File: src/rtl/hte_pkg.sv
// shared types and constants for the two-pass huffman encoder
// no dependencies; used by hte_ctrl, hte_dp and huffman_two_pass_encoder
`default_nettype none
package hte_pkg;

  localparam int ALPHABET_DEF   = 256;
  localparam int COUNT_BITS_DEF = 32;

  localparam logic [1:0] OPC_COUNT  = 2'd0;
  localparam logic [1:0] OPC_BUILD  = 2'd1;
  localparam logic [1:0] OPC_ENCODE = 2'd2;
  localparam logic [1:0] OPC_FLUSH  = 2'd3;

  localparam logic [1:0] KIND_CODE   = 2'd0;
  localparam logic [1:0] KIND_PAD    = 2'd1;
  localparam logic [1:0] KIND_STATUS = 2'd2;

  localparam logic [1:0] ERR_NONE    = 2'd0;
  localparam logic [1:0] ERR_EMPTY   = 2'd1;
  localparam logic [1:0] ERR_NO_CODE = 2'd2;

  typedef enum logic [4:0] {
    ST_IDLE, ST_C_RD, ST_C_WR,
    ST_B_CLR, ST_B_RD, ST_B_CHK, ST_B_END, ST_B_ONE,
    ST_S1_RD, ST_S1_CHK, ST_S2_RD, ST_S2_CHK, ST_J_L, ST_J_R,
    ST_SH_TEST, ST_SH_RD, ST_SH_WR, ST_SH_NEXT, ST_APPEND,
    ST_E_LEAF, ST_E_NODE, ST_E_RD, ST_E_STEP, ST_E_END,
    ST_F_BYTE, ST_F_PAD, ST_RESP_OK, ST_RESP_E1, ST_RESP_E2
  } state_t;

  typedef enum logic [4:0] {
    OP_NONE, OP_ACCEPT, OP_C_RD, OP_C_WR,
    OP_B_CLR, OP_B_RD, OP_B_CHK, OP_B_END, OP_B_ONE,
    OP_Q_RD, OP_S1_CHK, OP_S2_CHK, OP_J_L, OP_J_R,
    OP_SH_RD, OP_SH_WR, OP_SH_NEXT, OP_APPEND,
    OP_E_LEAF, OP_E_NODE, OP_E_RD, OP_E_STEP, OP_E_END,
    OP_F_BYTE, OP_F_PAD, OP_RESP_OK, OP_RESP_E1, OP_RESP_E2
  } dp_op_t;

  typedef struct packed {
    dp_op_t op;
  } cmd_t;

  typedef struct packed {
    logic in_ok;
    logic enc_ok;
    logic scan_last;
    logic q_last;
    logic q_two;
    logic n_zero;
    logic n_one;
    logic sh_more;
    logic sh_second;
    logic walk_end;
  } status_t;

endpackage
`default_nettype wire

File: src/rtl/hte_ctrl.sv
// sequencing state machine for the huffman encoder
// depends on hte_pkg; drives hte_dp through cmd_t and reads status_t
`default_nettype none
module hte_ctrl (
  input  wire logic            clk,
  input  wire logic            rst,
  input  wire logic            start,
  input  wire logic [1:0]      opcode,
  input  wire hte_pkg::status_t sts,
  output hte_pkg::cmd_t        cmd,
  output logic                 busy
);

  hte_pkg::state_t state, state_next;

  always_ff @(posedge clk) begin
    if (rst) begin
      state <= hte_pkg::ST_IDLE;
    end else begin
      state <= state_next;
    end
  end

  always_comb begin
    state_next = state;
    case (state)
      hte_pkg::ST_IDLE: begin
        if (start) begin
          case (opcode)
            hte_pkg::OPC_COUNT:
              state_next = sts.in_ok ? hte_pkg::ST_C_RD : hte_pkg::ST_RESP_E2;
            hte_pkg::OPC_BUILD:  state_next = hte_pkg::ST_B_CLR;
            hte_pkg::OPC_ENCODE:
              state_next = sts.enc_ok ? hte_pkg::ST_E_LEAF : hte_pkg::ST_RESP_E2;
            hte_pkg::OPC_FLUSH:  state_next = hte_pkg::ST_F_BYTE;
            default:             state_next = hte_pkg::ST_IDLE;
          endcase
        end
      end
      hte_pkg::ST_C_RD:    state_next = hte_pkg::ST_C_WR;
      hte_pkg::ST_C_WR:    state_next = hte_pkg::ST_IDLE;
      hte_pkg::ST_B_CLR:   state_next = hte_pkg::ST_B_RD;
      hte_pkg::ST_B_RD:    state_next = hte_pkg::ST_B_CHK;
      hte_pkg::ST_B_CHK:
        state_next = sts.scan_last ? hte_pkg::ST_B_END : hte_pkg::ST_B_RD;
      hte_pkg::ST_B_END: begin
        if (sts.n_zero) begin
          state_next = hte_pkg::ST_RESP_E1;
        end else if (sts.n_one) begin
          state_next = hte_pkg::ST_B_ONE;
        end else begin
          state_next = hte_pkg::ST_S1_RD;
        end
      end
      hte_pkg::ST_B_ONE:   state_next = hte_pkg::ST_RESP_OK;
      hte_pkg::ST_S1_RD:   state_next = hte_pkg::ST_S1_CHK;
      hte_pkg::ST_S1_CHK: begin
        if (!sts.q_last) begin
          state_next = hte_pkg::ST_S1_RD;
        end else if (sts.q_two) begin
          state_next = hte_pkg::ST_J_L;
        end else begin
          state_next = hte_pkg::ST_S2_RD;
        end
      end
      hte_pkg::ST_S2_RD:   state_next = hte_pkg::ST_S2_CHK;
      hte_pkg::ST_S2_CHK:
        state_next = sts.q_last ? hte_pkg::ST_J_L : hte_pkg::ST_S2_RD;
      hte_pkg::ST_J_L:     state_next = hte_pkg::ST_J_R;
      hte_pkg::ST_J_R:
        state_next = sts.q_two ? hte_pkg::ST_RESP_OK : hte_pkg::ST_SH_TEST;
      hte_pkg::ST_SH_TEST: begin
        if (sts.sh_more) begin
          state_next = hte_pkg::ST_SH_RD;
        end else if (sts.sh_second) begin
          state_next = hte_pkg::ST_APPEND;
        end else begin
          state_next = hte_pkg::ST_SH_NEXT;
        end
      end
      hte_pkg::ST_SH_RD:   state_next = hte_pkg::ST_SH_WR;
      hte_pkg::ST_SH_WR:   state_next = hte_pkg::ST_SH_TEST;
      hte_pkg::ST_SH_NEXT: state_next = hte_pkg::ST_SH_TEST;
      hte_pkg::ST_APPEND:  state_next = hte_pkg::ST_S1_RD;
      hte_pkg::ST_E_LEAF:  state_next = hte_pkg::ST_E_NODE;
      hte_pkg::ST_E_NODE:  state_next = hte_pkg::ST_E_RD;
      hte_pkg::ST_E_RD:    state_next = hte_pkg::ST_E_STEP;
      hte_pkg::ST_E_STEP:
        state_next = sts.walk_end ? hte_pkg::ST_E_END : hte_pkg::ST_E_RD;
      hte_pkg::ST_E_END:   state_next = hte_pkg::ST_IDLE;
      hte_pkg::ST_F_BYTE:  state_next = hte_pkg::ST_F_PAD;
      hte_pkg::ST_F_PAD:   state_next = hte_pkg::ST_IDLE;
      hte_pkg::ST_RESP_OK: state_next = hte_pkg::ST_IDLE;
      hte_pkg::ST_RESP_E1: state_next = hte_pkg::ST_IDLE;
      hte_pkg::ST_RESP_E2: state_next = hte_pkg::ST_IDLE;
      default:             state_next = hte_pkg::ST_IDLE;
    endcase
  end

  always_comb begin
    busy   = (state != hte_pkg::ST_IDLE);
    cmd.op = hte_pkg::OP_NONE;
    case (state)
      hte_pkg::ST_IDLE:    cmd.op = start ? hte_pkg::OP_ACCEPT : hte_pkg::OP_NONE;
      hte_pkg::ST_C_RD:    cmd.op = hte_pkg::OP_C_RD;
      hte_pkg::ST_C_WR:    cmd.op = hte_pkg::OP_C_WR;
      hte_pkg::ST_B_CLR:   cmd.op = hte_pkg::OP_B_CLR;
      hte_pkg::ST_B_RD:    cmd.op = hte_pkg::OP_B_RD;
      hte_pkg::ST_B_CHK:   cmd.op = hte_pkg::OP_B_CHK;
      hte_pkg::ST_B_END:   cmd.op = hte_pkg::OP_B_END;
      hte_pkg::ST_B_ONE:   cmd.op = hte_pkg::OP_B_ONE;
      hte_pkg::ST_S1_RD:   cmd.op = hte_pkg::OP_Q_RD;
      hte_pkg::ST_S1_CHK:  cmd.op = hte_pkg::OP_S1_CHK;
      hte_pkg::ST_S2_RD:   cmd.op = hte_pkg::OP_Q_RD;
      hte_pkg::ST_S2_CHK:  cmd.op = hte_pkg::OP_S2_CHK;
      hte_pkg::ST_J_L:     cmd.op = hte_pkg::OP_J_L;
      hte_pkg::ST_J_R:     cmd.op = hte_pkg::OP_J_R;
      hte_pkg::ST_SH_TEST: cmd.op = hte_pkg::OP_NONE;
      hte_pkg::ST_SH_RD:   cmd.op = hte_pkg::OP_SH_RD;
      hte_pkg::ST_SH_WR:   cmd.op = hte_pkg::OP_SH_WR;
      hte_pkg::ST_SH_NEXT: cmd.op = hte_pkg::OP_SH_NEXT;
      hte_pkg::ST_APPEND:  cmd.op = hte_pkg::OP_APPEND;
      hte_pkg::ST_E_LEAF:  cmd.op = hte_pkg::OP_E_LEAF;
      hte_pkg::ST_E_NODE:  cmd.op = hte_pkg::OP_E_NODE;
      hte_pkg::ST_E_RD:    cmd.op = hte_pkg::OP_E_RD;
      hte_pkg::ST_E_STEP:  cmd.op = hte_pkg::OP_E_STEP;
      hte_pkg::ST_E_END:   cmd.op = hte_pkg::OP_E_END;
      hte_pkg::ST_F_BYTE:  cmd.op = hte_pkg::OP_F_BYTE;
      hte_pkg::ST_F_PAD:   cmd.op = hte_pkg::OP_F_PAD;
      hte_pkg::ST_RESP_OK: cmd.op = hte_pkg::OP_RESP_OK;
      hte_pkg::ST_RESP_E1: cmd.op = hte_pkg::OP_RESP_E1;
      hte_pkg::ST_RESP_E2: cmd.op = hte_pkg::OP_RESP_E2;
      default:             cmd.op = hte_pkg::OP_NONE;
    endcase
  end

endmodule
`default_nettype wire

File: config.mk
export PLATFORM = sky130hd
export DESIGN_NAME = hte_ctrl
export DESIGN_NICKNAME = d
export VERILOG_FILES = /design/src/rtl/hte_pkg.sv /design/src/rtl/hte_ctrl.sv
export SDC_FILE = /design/constraint.sdc
export NUM_CORES = 1
export LEC_CHECK = 0
export ABC_AREA = 0
export BUFFER_PORTS_ARGS = -buffer_cell sky130_fd_sc_hd__buf_2
export CAP_MARGIN = 25
export CORE_ASPECT_RATIO = 0.75
export CORE_MARGIN = 1.5
export CORE_UTILIZATION = 40
export DETAILED_ROUTE_END_ITERATION = 8
export GPL_TIMING_DRIVEN = 0
export PLACE_DENSITY = 0.64
export REMOVE_ABC_BUFFERS = 1
export SYNTH_ARGS = -nofsm -noshare
export SYNTH_HDL_FRONTEND = slang
export SYNTH_SLANG_ARGS = --single-unit
File: constraint.sdc
create_clock -name clk -period 2.6 [get_ports clk]
set_input_delay 0.13 -clock clk [delete_from_list [all_inputs] [get_ports clk]]
set_output_delay 0.13 -clock clk [all_outputs]
set_load 0.02 [all_outputs]
==> results by group, run 1 <==
Setup path
  – Worst Setup End Kind: primary output
  – Worst-path maximum fanout: 28
  – Crit-path cells: nand2_1, a2bb2oi_1, o221ai_1, buf_2
  – Slowest cell on the critical path: dfxtp_1
  – Crit path DAT: just over 2 ns
  – Crit path required time: about 2.5 ns
  – Startpoint Class: flip-flop
  – CP peak stage delay: 0.91 ns
  – R2R depth: 3
  – Critical path class: flip-flop to primary output

Final layout
  – Top flop regs: state x5
  – Area Overhead vs Synth: 11.8%
  – Max FFs per register: 5
  – Number of diodes: 0
  – Final Util: between 50% and 60%
  – Fill cells: 205
  – Nets: about 150
  – Largest reg by FF count: state
  – Final instance area: about 910 um^2
  – Layout cells sized above 1: 20.7%

STA
  – RSZ-0062 raised after global routing: false
  – Worst-Margin Slew: 0.947 ns
  – Setup TNS: 0 ns
  – F_max: 0.460 GHz
  – Final Setup Violations: 0
  – Max-slew violations: 0
  – Clock skew: between 0.005 and 0.006 ns
  – Rel. slew slack: between 30% and 40%
  – Fin crit share: 83.7%
  – Final Hold Vio Count: 0
  – Post-layout min period: 2.18 ns
  – Fin worst setup slack: between 0.4 and 0.5 ns

Global route
  – Initial antenna violation count: 0
  – Overall routing resource usage: 21.0%
  – First-pass GRT wire length: between 3 and 4 mm
  – Vias in the first global route: approximately 790
  – Global route overflow: 0
  – Pin count of the biggest net entering global routing: 32

CTS
  – Clk_lat worst skew: around 0.25 ns
  – CTS clk-pin slew, worst paths: around 0.050 ns
  – H-Tree Depth: 1
  – Clock sink count: 5
  – Setup repair bufs after CTS: 0
  – TritonCTS clock tree: built
  – # hold bufs at CTS: 0
  – Clock root buffer: clkbuf_4
  – CTS buffer count: 3
  – Max Buffers Root-to-Sink: 2
  – Post-CTS Resized: 0

Pwr
  – LEAKAGE: between 0.3 and 0.4 nW
  – P per Cell Area: ~850 mW/mm^2
  – Worst VDD drop: 0.389 mV

Die
  – Initial Util: between 40 and 50%
  – CORE AREA: ~0.0018 mm^2
  – Die ar.: around 0.0023 mm^2
  – DIE HEIGHT: 42.1 um
  – DIE WIDTH: roughly 55 um
  – Num ports: 21
  – Num rows: 13

Routing
  – DRC Markers: 0
  – Routed WL per cell: about 15 um
  – Detailed Routing Iterations Pass 1: 4
  – Vias after detailed routing: 996
  – Drt via density: around 6.3
  – Final antenna-violating net count: 0
  – DR iter-0 viols: 58
  – Final wirelength: about 2.3 mm

Hold path
  – Hold Path Class: primary input to flip-flop
  – Hold Path Cell Cnt: 3

Yosys
  – Async S/R FF share, synth: 0%
  – Sequential share of the synthesized area: around an eighth
  – Main flop type after synthesis: dfxtp_1
  – Post-synth EDFFs: 0
  – Syn Area/Cell: 6.63 um^2
  – Yosys warning total: 0
  – Library cells used by synthesis: 46
  – Mapped Cells: about 120
  – #FFs+latches synth: 5
  – Mapped cell area: roughly 820 um^2

Flow run
  – Max Cap Viol: 0

Placement
  – Hpwl dp: approximately 1.6 mm
  – Placement-stage worst setup slack: 0.613 ns
  – Post-DP Area: about 900 um^2
  – GPL Wtd Cong: 0.811
  – IO buf count: 20

Run status
  – Status: finished, final reports clean
[layout make-up]
class | count | area (um^2) | area share [%]
sequential | 5 | 100 | 11.0
inverter | 5 | 18.8 | 2.06
timing repair buffer | 20 | 100 | 11.0
tap | 22 | 27.5 | 3.02
multi-input combinational | 101 | 639 | 70.1
clock buffer | 4 | 26.3 | 2.88
[metal layers]
| layer | GRT usage, % | vias to the layer above | routed length (um) |
|---|---|---|---|
| met5 | 0 | - | 0 |
| met4 | 6.34 | 0 | 20 |
| met3 | 2.14 | 3 | 116 |
| met2 | 29.5 | 33 | 986 |
| met1 | 32.8 | 458 | 1160 |
| li1 | - | 502 | - |
[final timing paths]
kind | start | end | slack (ns)
min | rst | state[0] | 0.30
max reg2reg | state[1] | state[0] | 0.58
max | state[1] | cmd[3] | 0.42
min reg2reg | state[2] | state[1] | 0.86
[synthesized netlist by cell type, types with 2 or more instances]
cell type  number  share of area [%]
o21ai_0         8                4.9
a41oi_1         3                3.2
nand2b_1        7                5.4
dfxtp_1         5                 12
nor4b_1         2                2.1
clkbuf_1        3                1.4
or3_1           2                1.5
nor2b_1         2                1.5
buf_1           4                1.8
a2111oi_0       2                2.1
o211ai_1        3                2.8
nand3b_1        2                1.8
a211oi_1        2                1.8
buf_2           4                2.5
nand4_1         2                1.5
nor2_1         10                4.6
o32ai_1         2                2.1
nand2_1        12                5.5
a31oi_1         2                1.5
inv_1           5                2.3
nand3_1         2                1.2
nor3_1          4                2.5
a21oi_1        10                6.1
o221a_2         3                4.1
[power by group]
part	total, mW	switching (mW)	internal (mW)
sequential	0.216	0.120	0.0959
combinational	0.466	0.263	0.203
clock	0.0953	0.0370	0.0583
total	0.777	0.420	0.357
[through the flow]
step	cells	total power, mW	hold slack, ns
floorplan	111	0.529	0.360
detailed placement	153	0.674	0.546
CTS	157	0.768	0.294
global placement	153	0.669	0.535
global route	157	0.840	0.313
finish	157	0.777	0.300
[cell families (layout without fill, tap and decap cells)]
logic type      Yosys count  count (layout)  synth area share (%)
simple gates             51              51                  33.4
buf+inv                  17              29                  9.36
mux                       1               1                  1.23
flops                     5               5                  12.3
compound gates           49              49                  43.7
[cells in the final DEF (no fill, tap or decap), drive strengths merged, types with 2 or more instances in the layout]
master,instances
buf,20
o211ai,3
nor3,4
o32ai,2
o221a,3
a2111oi,2
nand3,2
a21oi,10
nor2,11
a41oi,3
nand4,2
nand2,12
nand2b,7
nor4b,2
dfxtp,5
nand3b,2
o21ai,8
inv,5
nor2b,2
or3,2
a211oi,3
clkbuf,4
a31oi,2
[worst max-delay path: cells and delay by family (launching register included)]
kind	cells	cell delay [ns]
buf+inv	1	0.19
simple gates	1	0.28
flops	1	0.91
compound gates	2	0.41
Power figures use the tool's default switching activity.
==> run 2: changes to the inputs <==
--- a/config.mk
+++ b/config.mk
@@ -5,7 +5,7 @@
 export SDC_FILE = /design/constraint.sdc
 export NUM_CORES = 1
 export LEC_CHECK = 0
-export ABC_AREA = 0
+export ABC_AREA = 1
 export BUFFER_PORTS_ARGS = -buffer_cell sky130_fd_sc_hd__buf_2
 export CAP_MARGIN = 25
 export CORE_ASPECT_RATIO = 0.75
@@ -13,7 +13,7 @@
 export CORE_UTILIZATION = 40
 export DETAILED_ROUTE_END_ITERATION = 8
 export GPL_TIMING_DRIVEN = 0
-export PLACE_DENSITY = 0.64
+export PLACE_DENSITY = 0.66
 export REMOVE_ABC_BUFFERS = 1
 export SYNTH_ARGS = -nofsm -noshare
 export SYNTH_HDL_FRONTEND = slang
==> constraint.sdc (replaced) <==
create_clock -name clk -period 1.8 [get_ports clk]
set_input_delay 0.09 -clock clk [delete_from_list [all_inputs] [get_ports clk]]
set_output_delay 0.09 -clock clk [all_outputs]
set_load 0.02 [all_outputs]
==> results by group, run 2 <==
Hold path
  – Hold Path Cell Cnt: 2
  – Hold Path Class: primary input to flip-flop
  – Hold EP: state[4]
  – Hold Startpoint: rst

Yosys
  – Mapped cell area: about 920 um^2
  – Post-Synth Simple-Gate Area: roughly two thirds
  – Largest cells by area after synthesis: nand2_1 21%, nand3_1 15%, nor2_1 11%
  – Synth Area in Adders: 0%
  – Top cell type's share of synthesized area: around a fifth
  – Compound-cell area share of the yosys netlist: a little over a tenth
  – Mux contribution to synthesized area: 0%
  – Mapped Cells: 176
  – #FFs+latches synth: 5
  – Async S/R FF share, synth: 0%
  – Main flop type after synthesis: dfxtp_1
  – Sequential share of the synthesized area: 10.9%
  – Syn Area/Cell: around 5.2 um^2
  – Largest family of logic cells by synthesized area: simple AND/OR/NAND/NOR gates
  – Library cells used by synthesis: 24
  – Top cells by count, synth: 52 x nand2_1, 28 x nor2_1, 27 x nand3_1, 17 x inv_1, 7 x o21ai_0
  – Synth Area in XOR/XNOR: 0%
  – Yosys top cell by area: nand2_1
  – Post-synth EDFFs: 0
  – Yosys warning total: 0
  – Count leader, synth: nand2_1

Global route
  – Global route overflow: 0
  – Vias in the first global route: ~1100
  – Initial antenna violation count: 0
  – Overall routing resource usage: approximately a quarter
  – First-pass GRT wire length: roughly 5.0 mm
  – Pin count of the biggest net entering global routing: 12

CTS
  – CTS clk-pin slew, worst paths: 0.05 ns
  – Clock root buffer: clkbuf_4
  – Clock sink count: 5
  – Clk_lat worst skew: between 0.2 and 0.3 ns
  – H-Tree Depth: 1
  – TritonCTS clock tree: built
  – Max Buffers Root-to-Sink: 2
  – CTS buffer count: 3

STA
  – Fin crit share: between 90% and 100%
  – Worst-Margin Slew: just under 0.4 ns
  – Post-layout min period: between 1.5 and 2 ns
  – Worst hold margin: approximately 0.037 ns
  – Final Hold Vio Count: 0
  – Setup TNS: 0 ns
  – F_max: roughly 0.57 GHz
  – Fin worst setup slack: approximately 0.061 ns
  – Final Setup Violations: 0
  – Rel. slew slack: between 70 and 80%
  – Max-slew violations: 0
  – Clock skew: 0.000129 ns

Final layout
  – Commonest non-fill, non-tap cell in the layout: nand2_1
  – Post-route insts no fill: ~230
  – Final Util: between 50 and 60%
  – Commonest cells after routing, fill and taps aside: 52 x nand2_1, 27 x nor2_1, 27 x nand3_1
  – Area Overhead vs Synth: 23.6%
  – Final instance area: about 0.0011 mm^2
  – Largest reg by FF count: state
  – Layout cells sized above 1: 26.0%
  – Nets: 220
  – Max FFs per register: 5
  – Register area: 111 um^2
  – Number of diodes: 0
  – Multi-input gate area: about 730 um^2
  – Top flop regs: state x5
  – Fill cells: approximately 230

Setup path
  – Worst-path maximum fanout: 9
  – Critical path class: flip-flop to primary output
  – Startpoint Class: flip-flop
  – Reg2Reg Capture Point: state[2]
  – Crit path DAT: ~1.7 ns
  – Worst Setup End Kind: primary output
  – R2R depth: 11
  – Reg2Reg Setup Slack: about 0.31 ns
  – Worst r2r src: state[4]
  – Crit path required time: between 1.5 and 2 ns

Routing
  – Wire length on met2: approximately 1.5 mm
  – DRC Markers: 1
  – M1 WL: 1.41 mm
  – Final antenna-violating net count: 0
  – Drt via density: 5.48
  – Met3 wire len: ~310 um
  – DR iter-0 viols: 174
  – Final wirelength: 3.21 mm
  – Top sig layer: met4
  – Routed WL per cell: approximately 14 um
  – Detailed Routing Iterations Pass 1: 7
  – Vias after detailed routing: roughly 1300

Placement
  – Hpwl dp: about 2.4 mm
  – Placement-stage worst setup slack: -0.154 ns
  – GPL Wtd Cong: just over 0.9
  – IO buf count: 20
  – Cells after DPL: 217
  – Post-DP Area: just over 0.001 mm^2

Run status
  – Status: finished, violations left
  – Failing checks: design-rule violations

Die
  – Num ports: 21
  – CORE AREA: about 0.0021 mm^2
  – DIE HEIGHT: roughly 44 um
  – DIE WIDTH: 58.3 um
  – Initial Util: around 44%
  – Die ar.: 0.00259 mm^2
  – Num rows: 14

Pwr
  – Power Total: about 1.6 mW
  – P per Cell Area: between 1000 and 1500 mW/mm^2
  – Worst VDD drop: 0.569 mV
  – LEAKAGE: ~0.65 nW

Flow run
  – Max Cap Viol: 0
run 2: changes by cell type in the layout (fill, tap and decap cells not counted), moves of 7 or more:
cell      before  now
nand3_1        2   27
nor2_1        10   27
nand2_1       12   52
buf_4          0    7
inv_1          5   16
nand2b_1       7    0
run 2: routing by layer:
metal | vias up | track usage (%)
li1 | 636 | -
met1 | 539 | 36.3
met2 | 70 | 40.2
met3 | 5 | 3.51
met4 | 0 | 5.12
met5 | - | 0
run 2: what timing repair did:
item	in CTS	in global routing
resized for setup	6	6
setup endpoints to repair	6	5
buffers inserted	2	5
cloned	0	0
hold endpoints to repair	0	0
hold buffers	0	0
run 2: power breakdown:
group / switching, mW / internal [mW] / total, mW
Clock: 0.0570 / 0.0845 / 0.141
Sequential: 0.0890 / 0.161 / 0.250
Combinational: 0.788 / 0.429 / 1.22
run 2: cell type report:
class	count	share of cell area (%)
Multi-Input combinational cell	148	64.8
Timing Repair Buffer	27	13.5
Sequential cell	5	9.82
Inverter	20	6.95
Tap cell	24	2.65
Clock buffer	4	2.32
run 2: worst max path at each step:
stage	start	to	slack, ns	cells past startpoint
floorplan	state[4]	cmd[3]	0.19	6
global placement	state[4]	cmd[3]	-0.13	7
detailed placement	state[4]	cmd[3]	-0.15	7
CTS	state[4]	cmd[3]	0.02	7
global route	state[2]	cmd[0]	-0.04	7
finish	state[2]	cmd[0]	0.06	7
run 2: critical path, cell delays in order (launching register included):
cell     delay [ns]
dfxtp_2        0.42
inv_2          0.09
nor2_4         0.24
nand3_1        0.19
o21ai_0        0.15
a21oi_1        0.07
nand4_1        0.08
buf_2          0.17
run 2: cells by family (layout without fill, tap and decap cells):
logic type	Yosys count	count (layout)
AO/OA/AOI/OAI	18	18
AND/OR/NAND/NOR	130	130
flip-flops	5	5
buffers and inverters	23	51
